===== config.mk =====
export PLATFORM = sky130hd
export DESIGN_NAME = card_deck_shuffle_dealer
export DESIGN_NICKNAME = d
export VERILOG_FILES = /design/src/sv/cdsd_pkg.sv /design/src/sv/card_deck_shuffle_dealer.sv
export SDC_FILE = /design/constraint.sdc
export NUM_CORES = 1
export LEC_CHECK = 0
export BUFFER_PORTS_ARGS = -buffer_cell sky130_fd_sc_hd__buf_4
export CAP_MARGIN = 20
export CORE_MARGIN = 2
export CORE_UTILIZATION = 35
export DETAILED_ROUTE_END_ITERATION = 12
export PLACE_DENSITY = 0.59
export SYNTH_ARGS = -nofsm -noshare
export SYNTH_HDL_FRONTEND = slang
export SYNTH_SLANG_ARGS = --single-unit

===== constraint.sdc =====
create_clock -name clk -period 11 [get_ports clk]
set_clock_uncertainty 0.1 [all_clocks]
set_input_delay 1.1 -clock clk [delete_from_list [all_inputs] [get_ports clk]]
set_output_delay 1.1 -clock clk [all_outputs]
set_load 0.05 [all_outputs]

===== src/sv/cdsd_pkg.sv =====
package cdsd_pkg;

    localparam int NUM_SUITS_DEF  = 4;
    localparam int NUM_VALUES_DEF = 13;

    localparam int VALUE_W    = 4;
    localparam int SUIT_OUT_W = 2;
    localparam int LEFT_OUT_W = 6;
    localparam int SEED_W     = 32;
    localparam int PADDR_W    = 2;
    localparam int PDATA_W    = 32;
    localparam int MOD_STEP   = 4;

    localparam logic [SEED_W-1:0]  SEED_RESET   = 32'd1;
    localparam logic [PADDR_W-1:0] REG_RNG_SEED = PADDR_W'(0);

    typedef enum logic [2:0] {
        ST_FILL,
        ST_RNG,
        ST_MOD,
        ST_RD,
        ST_WR_J,
        ST_WR_I,
        ST_IDLE,
        ST_DRAW
    } state_t;

    function automatic logic [SEED_W-1:0] xorshift32(input logic [SEED_W-1:0] x);
        logic [SEED_W-1:0] y;
        y = x ^ (x << 13);
        y = y ^ (y >> 17);
        y = y ^ (y << 5);
        return y;
    endfunction

endpackage


===== src/sv/card_deck_shuffle_dealer.sv =====
// Draw path: an accepted draw reads the store into rd_a_reg, then the DRAW state loads the
// result register once the output is free; no new draw is accepted until that load. A draw
// that empties the deck starts a refill and reshuffle, paced by the single-write-port store
// sweep and the shared 4-bit-per-cycle remainder unit. in_ready is low meanwhile.
// Reset: asynchronous active low; after release the deck is filled and shuffled with seed 1
// before the first draw is accepted.
module card_deck_shuffle_dealer #(
    parameter int NUM_SUITS  = cdsd_pkg::NUM_SUITS_DEF,
    parameter int NUM_VALUES = cdsd_pkg::NUM_VALUES_DEF
) (
    input  logic                             clk,
    input  logic                             rst_n,
    input  logic                             psel,
    input  logic                             penable,
    input  logic                             pwrite,
    input  logic [cdsd_pkg::PADDR_W-1:0]     paddr,
    input  logic [cdsd_pkg::PDATA_W-1:0]     pwdata,
    output logic [cdsd_pkg::PDATA_W-1:0]     prdata,
    output logic                             pready,
    input  logic                             in_valid,
    output logic                             in_ready,
    input  logic                             draw_request,
    output logic                             out_valid,
    input  logic                             out_ready,
    output logic [cdsd_pkg::SUIT_OUT_W-1:0]  card_suit,
    output logic [cdsd_pkg::VALUE_W-1:0]     card_value,
    output logic [cdsd_pkg::LEFT_OUT_W-1:0]  cards_left,
    output logic                             reshuffled
);
    import cdsd_pkg::*;

    localparam int DECK_SIZE = NUM_SUITS * NUM_VALUES;
    localparam int IDX_W     = (DECK_SIZE > 1) ? $clog2(DECK_SIZE) : 1;
    localparam int CNT_W     = $clog2(DECK_SIZE + 1);
    localparam int SUIT_W    = (NUM_SUITS > 1) ? $clog2(NUM_SUITS) : 1;
    localparam int CARD_W    = SUIT_W + VALUE_W;
    localparam int MOD_CYC   = SEED_W / MOD_STEP;
    localparam int MCNT_W    = (MOD_CYC > 1) ? $clog2(MOD_CYC) : 1;

    localparam logic [IDX_W-1:0]   DECK_LAST = IDX_W'(DECK_SIZE - 1);
    localparam logic [CNT_W-1:0]   DECK_FULL = CNT_W'(DECK_SIZE);
    localparam logic [VALUE_W-1:0] VAL_LAST  = VALUE_W'(NUM_VALUES - 1);
    localparam logic [MCNT_W-1:0]  MCNT_LAST = MCNT_W'(MOD_CYC - 1);

    state_t state_reg, state_next;

    logic [SEED_W-1:0]     seed_reg;
    logic [SEED_W-1:0]     seed_eff;
    logic [SEED_W-1:0]     rng_reg, rng_next;
    logic [CNT_W-1:0]      top_reg, top_next;
    logic [IDX_W-1:0]      idx_reg, idx_next;
    logic [IDX_W-1:0]      fill_addr_reg, fill_addr_next;
    logic [SUIT_W-1:0]     fill_suit_reg, fill_suit_next;
    logic [VALUE_W-1:0]    fill_val_reg, fill_val_next;
    logic [SEED_W-1:0]     div_reg, div_next;
    logic [CNT_W-1:0]      rem_reg, rem_next;
    logic [MCNT_W-1:0]     mcnt_reg, mcnt_next;
    logic [CNT_W-1:0]      divisor;

    logic                  out_valid_reg, out_valid_next;
    logic [SUIT_OUT_W-1:0] out_suit_reg, out_suit_next;
    logic [VALUE_W-1:0]    out_value_reg, out_value_next;
    logic [LEFT_OUT_W-1:0] out_left_reg, out_left_next;
    logic                  out_flag_reg, out_flag_next;

    logic [CARD_W-1:0]     deck_mem [DECK_SIZE];
    logic [CARD_W-1:0]     rd_a_reg, rd_b_reg;
    logic                  mem_we;
    logic [IDX_W-1:0]      wr_addr;
    logic [CARD_W-1:0]     wr_data;
    logic                  rd_en;
    logic [IDX_W-1:0]      rd_addr_a;
    logic [IDX_W-1:0]      rd_addr_b;
    logic                  out_load;
    logic                  draw_take;
    logic [CNT_W-1:0]      top_dec;

    logic [SUIT_W+SUIT_OUT_W-1:0] suit_ext;
    logic [CNT_W+LEFT_OUT_W-1:0]  left_ext;

    assign pready   = 1'b1;
    assign prdata   = (paddr == REG_RNG_SEED) ? seed_reg : '0;
    assign seed_eff = (seed_reg == '0) ? SEED_RESET : seed_reg;

    always_ff @(posedge clk or negedge rst_n)
    begin
        if (!rst_n)
        begin
            seed_reg <= SEED_RESET;
        end
        else if (psel && penable && pwrite)
        begin
            seed_reg <= pwdata;
        end
    end

    assign divisor   = CNT_W'(idx_reg) + CNT_W'(1);
    assign top_dec   = top_reg - CNT_W'(1);
    assign draw_take = in_valid && in_ready && draw_request;

    // next state
    always_comb
    begin
        state_next = state_reg;
        unique case (state_reg)
            ST_FILL:
            begin
                if (fill_addr_reg == DECK_LAST)
                begin
                    state_next = (DECK_LAST == '0) ? ST_IDLE : ST_RNG;
                end
            end
            ST_RNG:
            begin
                state_next = ST_MOD;
            end
            ST_MOD:
            begin
                if (mcnt_reg == MCNT_LAST)
                begin
                    state_next = ST_RD;
                end
            end
            ST_RD:
            begin
                state_next = ST_WR_J;
            end
            ST_WR_J:
            begin
                state_next = ST_WR_I;
            end
            ST_WR_I:
            begin
                state_next = (idx_reg == IDX_W'(1)) ? ST_IDLE : ST_RNG;
            end
            ST_IDLE:
            begin
                if (draw_take)
                begin
                    state_next = ST_DRAW;
                end
            end
            ST_DRAW:
            begin
                if (!out_valid_reg || out_ready)
                begin
                    state_next = (top_reg == '0) ? ST_FILL : ST_IDLE;
                end
            end
            default:
            begin
                state_next = ST_IDLE;
            end
        endcase
    end

    // control outputs
    always_comb
    begin
        in_ready  = (state_reg == ST_IDLE);
        rd_en     = (state_reg == ST_IDLE) || (state_reg == ST_RD);
        rd_addr_a = (state_reg == ST_IDLE) ? top_dec[IDX_W-1:0] : rem_reg[IDX_W-1:0];
        rd_addr_b = idx_reg;
        out_load  = (state_reg == ST_DRAW) && (!out_valid_reg || out_ready);
        mem_we    = 1'b0;
        wr_addr   = idx_reg;
        wr_data   = rd_a_reg;
        unique case (state_reg)
            ST_FILL:
            begin
                mem_we  = 1'b1;
                wr_addr = fill_addr_reg;
                wr_data = {fill_suit_reg, fill_val_reg};
            end
            ST_WR_J:
            begin
                mem_we  = 1'b1;
                wr_addr = rem_reg[IDX_W-1:0];
                wr_data = rd_b_reg;
            end
            ST_WR_I:
            begin
                mem_we  = 1'b1;
                wr_addr = idx_reg;
                wr_data = rd_a_reg;
            end
            default:
            begin
                mem_we = 1'b0;
            end
        endcase
    end

    // datapath
    always_comb
    begin
        logic [CNT_W:0]   t;
        logic [CNT_W-1:0] rem_v;

        rng_next       = rng_reg;
        top_next       = top_reg;
        idx_next       = idx_reg;
        fill_addr_next = fill_addr_reg;
        fill_suit_next = fill_suit_reg;
        fill_val_next  = fill_val_reg;
        div_next       = div_reg;
        rem_next       = rem_reg;
        mcnt_next      = mcnt_reg;
        t              = '0;
        rem_v          = rem_reg;

        unique case (state_reg)
            ST_FILL:
            begin
                if (fill_addr_reg == DECK_LAST)
                begin
                    fill_addr_next = '0;
                    fill_suit_next = '0;
                    fill_val_next  = '0;
                    idx_next       = DECK_LAST;
                    top_next       = DECK_FULL;
                end
                else
                begin
                    fill_addr_next = fill_addr_reg + IDX_W'(1);
                    if (fill_val_reg == VAL_LAST)
                    begin
                        fill_val_next  = '0;
                        fill_suit_next = fill_suit_reg + SUIT_W'(1);
                    end
                    else
                    begin
                        fill_val_next = fill_val_reg + VALUE_W'(1);
                    end
                end
            end
            ST_RNG:
            begin
                rng_next  = xorshift32(rng_reg);
                div_next  = xorshift32(rng_reg);
                rem_next  = '0;
                mcnt_next = '0;
            end
            ST_MOD:
            begin
                for (int k = 0; k < MOD_STEP; k++)
                begin
                    t = {rem_v, div_reg[SEED_W-1-k]};
                    if (t >= {1'b0, divisor})
                    begin
                        t = t - {1'b0, divisor};
                    end
                    rem_v = t[CNT_W-1:0];
                end
                rem_next  = rem_v;
                div_next  = div_reg << MOD_STEP;
                mcnt_next = mcnt_reg + MCNT_W'(1);
            end
            ST_WR_I:
            begin
                idx_next = idx_reg - IDX_W'(1);
            end
            ST_IDLE:
            begin
                if (draw_take)
                begin
                    top_next = top_dec;
                    if (top_reg == CNT_W'(1))
                    begin
                        rng_next = seed_eff;
                    end
                end
            end
            default:
            begin
                rem_next = rem_reg;
            end
        endcase
    end

    // result register
    assign suit_ext = {{SUIT_OUT_W{1'b0}}, rd_a_reg[CARD_W-1:VALUE_W]};
    assign left_ext = {{LEFT_OUT_W{1'b0}}, top_reg};

    always_comb
    begin
        out_valid_next = out_valid_reg;
        out_suit_next  = out_suit_reg;
        out_value_next = out_value_reg;
        out_left_next  = out_left_reg;
        out_flag_next  = out_flag_reg;
        if (out_load)
        begin
            out_valid_next = 1'b1;
            out_suit_next  = suit_ext[SUIT_OUT_W-1:0];
            out_value_next = rd_a_reg[VALUE_W-1:0];
            out_left_next  = left_ext[LEFT_OUT_W-1:0];
            out_flag_next  = (top_reg == '0);
        end
        else if (out_ready)
        begin
            out_valid_next = 1'b0;
        end
    end

    always_ff @(posedge clk or negedge rst_n)
    begin
        if (!rst_n)
        begin
            state_reg     <= ST_FILL;
            rng_reg       <= SEED_RESET;
            top_reg       <= DECK_FULL;
            idx_reg       <= DECK_LAST;
            fill_addr_reg <= '0;
            fill_suit_reg <= '0;
            fill_val_reg  <= '0;
            mcnt_reg      <= '0;
            out_valid_reg <= 1'b0;
        end
        else
        begin
            state_reg     <= state_next;
            rng_reg       <= rng_next;
            top_reg       <= top_next;
            idx_reg       <= idx_next;
            fill_addr_reg <= fill_addr_next;
            fill_suit_reg <= fill_suit_next;
            fill_val_reg  <= fill_val_next;
            mcnt_reg      <= mcnt_next;
            out_valid_reg <= out_valid_next;
        end
    end

    always_ff @(posedge clk)
    begin
        div_reg       <= div_next;
        rem_reg       <= rem_next;
        out_suit_reg  <= out_suit_next;
        out_value_reg <= out_value_next;
        out_left_reg  <= out_left_next;
        out_flag_reg  <= out_flag_next;
    end

    always_ff @(posedge clk)
    begin
        if (mem_we)
        begin
            deck_mem[wr_addr] <= wr_data;
        end
        if (rd_en)
        begin
            rd_a_reg <= deck_mem[rd_addr_a];
            rd_b_reg <= deck_mem[rd_addr_b];
        end
    end

    assign out_valid  = out_valid_reg;
    assign card_suit  = out_suit_reg;
    assign card_value = out_value_reg;
    assign cards_left = out_left_reg;
    assign reshuffled = out_flag_reg;

`ifndef NO_ASSERTIONS
    a_idle_deck_nonempty: assert property (@(posedge clk) disable iff (!rst_n)
        (state_reg == ST_IDLE) |-> ((top_reg != '0) && (top_reg <= DECK_FULL)))
        else $error("deck count out of range while idle");

    a_no_write_when_ready: assert property (@(posedge clk) disable iff (!rst_n)
        in_ready |-> !mem_we)
        else $error("store written while accepting transactions");

    a_rem_below_divisor: assert property (@(posedge clk) disable iff (!rst_n)
        ((state_reg == ST_MOD) || (state_reg == ST_RD) || (state_reg == ST_WR_J))
        |-> (rem_reg < divisor))
        else $error("remainder not below divisor");

    a_load_shows_result: assert property (@(posedge clk) disable iff (!rst_n)
        out_load |=> out_valid_reg)
        else $error("loaded result not presented");
`endif

endmodule


==> summary.txt, run 1 <==
Clocking
  – Clk buf depth: 3
  – CTS tree: built
  – CTS Buf Count: 51
  – Postcts setup bufs: 0
  – Clk_lat worst skew: between 600 and 700 ps
  – CTS Sinks: between 400 and 500
  – Hold Buf Count CTS: 0
  – Reg clk slew, reported paths: 70 ps
  – H-tree depth: 2
  – Resize count post-CTS: 0
  – Clock root buffer: clkbuf_16

STA
  – Max-slew headroom: 26.6%
  – Post-route minimum period: between 9000 and 10000 ps
  – Fmax: around 0.10 GHz
  – Setup violators final: 0
  – Least-Margin Pin Slew: approximately 1100 ps
  – TNS Setup: 0 ps
  – Period utilisation layout: a little under 90%
  – RSZ-0062 raised after global routing: false
  – Fin. Hold Viols: 0
  – Hold WS: around 310 ps
  – Slew Limit Fails: 0

Logic synthesis
  – Part of the Yosys area used for sequential elements: a little under three fifths
  – Post-Syn Nets: about 2100
  – Number of synthesized flops with an enable pin: between 300 and 400
  – Post-Syn Instances: between 2000 and 2500
  – Post-synth top area cell: edfxtp_1
  – Share of the synthesized area in the top cell type: ~45%
  – Syn Std Cell Area: 24800 um^2
  – Post-synthesis register bit count: between 400 and 500
  – Synth cell types: 81
  – Synth top area cells: edfxtp_1 45%, mux4_2 9.3%, dfrtp_1 8.7%, a211oi_1 4.6%, nor2_1 3.0%
  – Post-synth top flop: edfxtp_1
  – Ys async rst share: roughly a fifth
  – Count of yosys warnings during synthesis: 0
  – Synthesized area per cell: 12.4 um^2

Power
  – Leakage: 8.71 nW
  – Max IR drop VDD: around 0.00012 V
  – Pwr/cell area: approximately 140 nW/um^2

Routing
  – Vias per std cell: about 5.6
  – DRC: 0
  – Pre-antenna DRT Iters: 5
  – Total number of vias: roughly 17000
  – DR iter-0 viols: 1507
  – Post-route ant nets: 0
  – Post-Route WL: 67.3 mm
  – Routed WL per cell: around 22 um

Worst setup path
  – Family with the most delay on the worst path: compound AO/OA/AOI/OAI gates
  – CP endpoint kind: register
  – Crit-path max cell delay: 980 ps
  – R2r worst-path depth: 37
  – Crit path buf inv count: 2
  – WP data required: approximately 11000 ps
  – Critical Setup Path Class: register to register
  – CP max FO: 40
  – R2R Path Start: idx_reg[1]
  – End of the worst register-to-register path: rem_reg[1]
  – Reg2Reg Setup Slack: around 1400 ps
  – Arrival time worst endpoint: 9910 ps
  – Max stage delay cell, worst path: dfstp_4
  – CP startpoint kind: register

Place
  – Port bufs: ~90
  – Post-DP HPWL: approximately 45 mm
  – Gpl congestion: 0.842
  – Placed Cells: slightly below 3000
  – DP Area: between 20000 and 30000 um^2

Global route
  – Gr ovfl total: 0
  – Overall global routing resource usage: between 10% and 20%
  – Number of global-route vias before repair: about 17000
  – Pin count of the biggest net entering global routing: between 70 and 80
  – Antenna violations before repair: 2
  – Global-route wire length before repair: 103 mm

Floorplan
  – Io pins: 90
  – Die width: 270 um
  – Initial Util: between 30 and 40%
  – Die height: approximately 270 um
  – Core ar.: ~70000 um^2
  – Rows: between 90 and 100
  – Die area: 73000 um^2

Status
  – Status: finished clean

Cells and area
  – Non-filler cells, final: roughly 3000
  – Max reg flops: 312
  – Post-layout util: 40.4%
  – Final Cell Area: ~28000 um^2
  – Biggest register: deck_mem
  – # diodes: 0
  – NumNets Final: approximately 2100
  – Area Growth Syn to Fin: 14.2%
  – Layout cells sized above 1: 18.8%

Worst hold path
  – Worst Hold Class: input pin to asynchronous set/reset pin

Job
  – Max_cap viols: 0
## cells in the final DEF (no fill, tap or decap), types with 26 or more instances in the layout
master / instances
nor3_1: 26
mux2_2: 37
clkbuf_16: 52
nor2b_1: 48
ha_1: 30
mux4_2: 102
a31oi_1: 53
inv_1: 39
a211oi_1: 152
dfrtp_1: 85
nor2_1: 194
mux2i_1: 56
edfxtp_1: 375
buf_4: 120
nand2_1: 164
xnor2_1: 73
and2_1: 81
a21oi_1: 87
o21ai_0: 50
## per-layer routing
metal / global-route usage [%] / share of wire (%) / up-vias
met2: 28.8 / 47 / 504
met1: 25.2 / 44 / 8612
met4: 4.89 / 2.1 / 4
met3: 3.86 / 7.0 / 87
met5: 0 / 0.048 / -
li1: - / - / 7688
## cell usage after synthesis, drive strengths merged, types with 30 or more instances
cell type and number:
a211oi 152, a21oi 96, a31oi 54, and2 82, buf 36, clkbuf 94, dfrtp 86, edfxtp 375
ha 30, inv 40, mux2 37, mux2i 57, mux4 102, nand2 165, nor2 197, nor2b 48
o21ai 55, xnor2 77
## logic make-up (layout without fill, tap and decap cells)
kind of cell    Yosys count  count (layout)  share of synthesized area [%]
flops                   470             470                           55.0
compound gates          432             432                           11.7
simple gates            592             592                           11.3
mux                     196             196                           13.3
xor+xnor                104             104                           3.93
other cells               1               1                         0.0151
fa+ha+maj                39              39                           2.04
buf+inv                 170             258                           2.70
## how the worst max path moves through the flow
stage,endpoint,startpoint,slack [ps],depth (start not counted)
3_3_place_gp,rem_reg[5],idx_reg[1],1700,37
3_5_place_dp,rem_reg[1],idx_reg[1],1490,37
4_1_cts,rem_reg[1],idx_reg[1],1420,37
6_report,rem_reg[1],idx_reg[1],1400,37
5_1_grt,rem_reg[1],idx_reg[1],530,37
2_1_floorplan,rem_reg[5],idx_reg[0],1760,38
## report_power, final
group | internal [W] | switching [W] | leakage, nW | total, W
combinational | 0.0000434 | 0.0000569 | 4.34 | 0.000100
clock | 0.00108 | 0.000733 | 0.874 | 0.00181
sequential | 0.00192 | 0.0000362 | 3.50 | 0.00196
total | 0.00305 | 0.000826 | 8.71 | 0.00387
## metrics by stage
stage          setup WS, ps  total power (W)
2_1_floorplan          1760          0.00204
3_3_place_gp           1700          0.00209
3_5_place_dp           1490          0.00209
4_1_cts                1420          0.00391
5_1_grt                 534          0.00398
6_report               1400          0.00387
## area by class of cell
class | count | area, um^2
fill | 6606 | 41800
sequential | 470 | 13700
multi-input combinational | 1364 | 10600
clock buffer | 55 | 1320
tap | 940 | 1180
timing repair buffer | 123 | 940
clock inverter | 40 | 453
inverter | 40 | 150
No activity file was read; power rests on OpenSTA's default activity.
==> run 2: changes to the inputs <==
--- a/config.mk
+++ b/config.mk
@@ -10,7 +10,7 @@
 export CORE_MARGIN = 2
 export CORE_UTILIZATION = 35
 export DETAILED_ROUTE_END_ITERATION = 12
-export PLACE_DENSITY = 0.59
+export PLACE_DENSITY = 0.61
 export SYNTH_ARGS = -nofsm -noshare
 export SYNTH_HDL_FRONTEND = slang
 export SYNTH_SLANG_ARGS = --single-unit
==> constraint.sdc (replaced) <==
create_clock -name clk -period 8.1 [get_ports clk]
set_clock_uncertainty 0.1 [all_clocks]
set_input_delay 0.81 -clock clk [delete_from_list [all_inputs] [get_ports clk]]
set_output_delay 0.81 -clock clk [all_outputs]
set_load 0.05 [all_outputs]
==> summary.txt, run 2 (synthesized netlist as in run 1, its figures left out) <==
Worst setup path
  – CP max FO: 9 (-78%)
  – Critical Setup Path Class: register to register
  – CP startpoint kind: register
  – CP endpoint kind: register
  – Crit-path max cell delay: 670 ps (-310 ps)
  – R2R Path Start: idx_reg[0]
  – Crit path buf inv count: 4 (+2)
  – CP dominant cell by count: ha_1
  – Max stage delay cell, worst path: dfstp_4
  – WP data required: 8340 ps (-2970 ps)
  – R2r worst-path depth: 33 (-11%)
  – Arrival time worst endpoint: 8000 ps (-1910 ps)
  – End of the worst register-to-register path: rem_reg[5]
  – Family with the most delay on the worst path: compound AO/OA/AOI/OAI gates
  – Reg2Reg Setup Slack: 340 ps (-1060 ps)

Routing
  – Pre-antenna DRT Iters: 5 (unchanged)
  – DRC: 0 (unchanged)
  – DR iter-0 viols: 1719 (+14%)
  – Vias per std cell: 5.57 (about the same)
  – Post-Route WL: 67.2 mm (-0.15%)
  – Post-route ant nets: 0 (unchanged)
  – Total number of vias: 17000 (+0.82%)
  – Routed WL per cell: 22.0 um (-1.0%)

Cells and area
  – Fill cells: 6562 (-0.67%)
  – Layout cells sized above 1: 20.4% (+1.6 points)
  – Max reg flops: 312 (unchanged)
  – # diodes: 0 (unchanged)
  – Commonest non-fill, non-tap cell in the layout: edfxtp_1
  – Area of the multi-input gates: 10800 um^2 (+1.2%)
  – Most frequent cells in the layout: 375 x edfxtp_1, 192 x nor2_1, 164 x nand2_1, 152 x a211oi_1, 145 x buf_4
  – NumNets Final: 2154 (+1.3%)
  – Biggest register: deck_mem
  – Area Growth Syn to Fin: 15.5%
  – Register area: 13700 um^2 (unchanged)

Global route
  – Pin count of the biggest net entering global routing: 160 (+100%)
  – Global-route wire length before repair: 104 mm (+0.97%)
  – Overall global routing resource usage: 18.1% (-0.081 points)
  – Gr ovfl total: 0 (unchanged)
  – Number of global-route vias before repair: 16900 (+0.99%)
  – Antenna violations before repair: 0 (-2)

Place
  – Gpl congestion: 0.850 (+0.96%)
  – Post-DP HPWL: 43.9 mm (-1.8%)
  – Port bufs: 88 (unchanged)

Clocking
  – Clk_lat worst skew: 610 ps (about the same)
  – CTS tree: built
  – Reg clk slew, reported paths: 60 ps (about the same)
  – Clk buf depth: 3 (unchanged)
  – H-tree depth: 2 (unchanged)
  – CTS Buf Count: 51 (unchanged)
  – CTS Sinks: 470 (unchanged)
  – Clock root buffer: clkbuf_16

Floorplan
  – Core ar.: 70100 um^2 (unchanged)
  – Die width: 270 um (unchanged)
  – Die height: 270 um (unchanged)
  – Rows: 97 (unchanged)
  – Initial Util: 35.4% (unchanged)
  – Die area: 73000 um^2 (unchanged)
  – Io pins: 90 (unchanged)

Worst hold path
  – Worst Hold Class: input pin to asynchronous set/reset pin

Status
  – Status: finished clean

Power
  – Leakage: 8.87 nW (+1.8%)
  – Max IR drop VDD: 0.000176 V (+48%)
  – Pwr Total: 0.00517 W (+34%)
  – Pwr/cell area: 180 nW/um^2 (+32%)

STA
  – Period utilisation layout: 95.8% (+8.5 points)
  – Post-route minimum period: 7760 ps (-1840 ps)
  – Setup violators final: 0 (unchanged)
  – RSZ-0062 raised after global routing: false
  – Max-slew headroom: 23.4% (-3.2 points)
  – Slew Limit Fails: 0 (unchanged)
  – TNS Setup: 0 ps (unchanged)
  – Fmax: 0.129 GHz (+24%)
  – Least-Margin Pin Slew: 1150 ps (+56.9 ps)
  – Fin. Hold Viols: 0 (unchanged)

Job
  – Max_cap viols: 0 (unchanged)
==> run 2: where the power goes <==
part / internal, W / switching (W) / total [W] / leakage, nW
Sequential: 0.00261 / 0.0000510 / 0.00266 / 3.50
Clock: 0.00139 / 0.000990 / 0.00238 / 0.828
Combinational: 0.0000590 / 0.0000774 / 0.000136 / 4.54
==> run 2: how the worst max path moves through the flow <==
stage / from / endpoint / slack [ps] / depth (start not counted)
finish: idx_reg[0] / rem_reg[5] / 340 / 33
global route: idx_reg[0] / rem_reg[4] / 5 / 33
CTS: idx_reg[0] / rem_reg[5] / 50 / 33
detailed placement: idx_reg[0] / rem_reg[5] / -20 / 35
global placement: idx_reg[0] / rem_reg[5] / 90 / 37
floorplan: idx_reg[1] / rem_reg[5] / 9 / 38
==> run 2: final cells by class <==
class,count,share of cell area [%]
Timing Repair Buffer,151,4.19
Tap cell,940,4.10
Inverter,40,0.550
Clock inverter,31,1.17
Sequential cell,470,47.7
Clock buffer,63,4.75
Multi-Input combinational cell,1364,37.6
==> run 2: worst reg2reg max path, delay by kind of cell (launching register included) <==
kind | cells | cell delay [ps]
flops | 1 | 670
xor+xnor | 2 | 450
compound gates | 13 | 2540
simple gates | 7 | 920
buf+inv | 4 | 660
fa+ha+maj | 7 | 2140
==> run 2: routing by layer <==
layer	routed length [um]	share of wire (%)	GRT usage, %
met5	0	0	0
met4	1090	1.6	3.82
met3	4640	6.9	2.71
met2	31400	47	28.6
met1	30100	45	26.3
==> run 2: what timing repair did <==
action / in CTS / in global routing
setup buffers: 0 / 14
setup endpoints to repair: 4 / 6
hold buffers: 0 / 0
gates cloned: 0 / 0
pin swaps: 0 / 8
resized for setup: 1 / 16
hold endpoints to repair: 0 / 0
==> run 2: metrics by stage <==
stage                     instances  hold WS, ps  util (%)  instance area (um^2)  setup WS, ps
final                          3059          102      40.9                 28700           339
after global routing           3059          131      40.9                 28700          5.39
after CTS                      3042          110      40.5                 28400          53.4
after detailed placement       2948          346      38.1                 26700         -20.0
after global placement         2946          349      38.0                 26700          93.9
after floorplan                2004          327         -                 24900          8.82
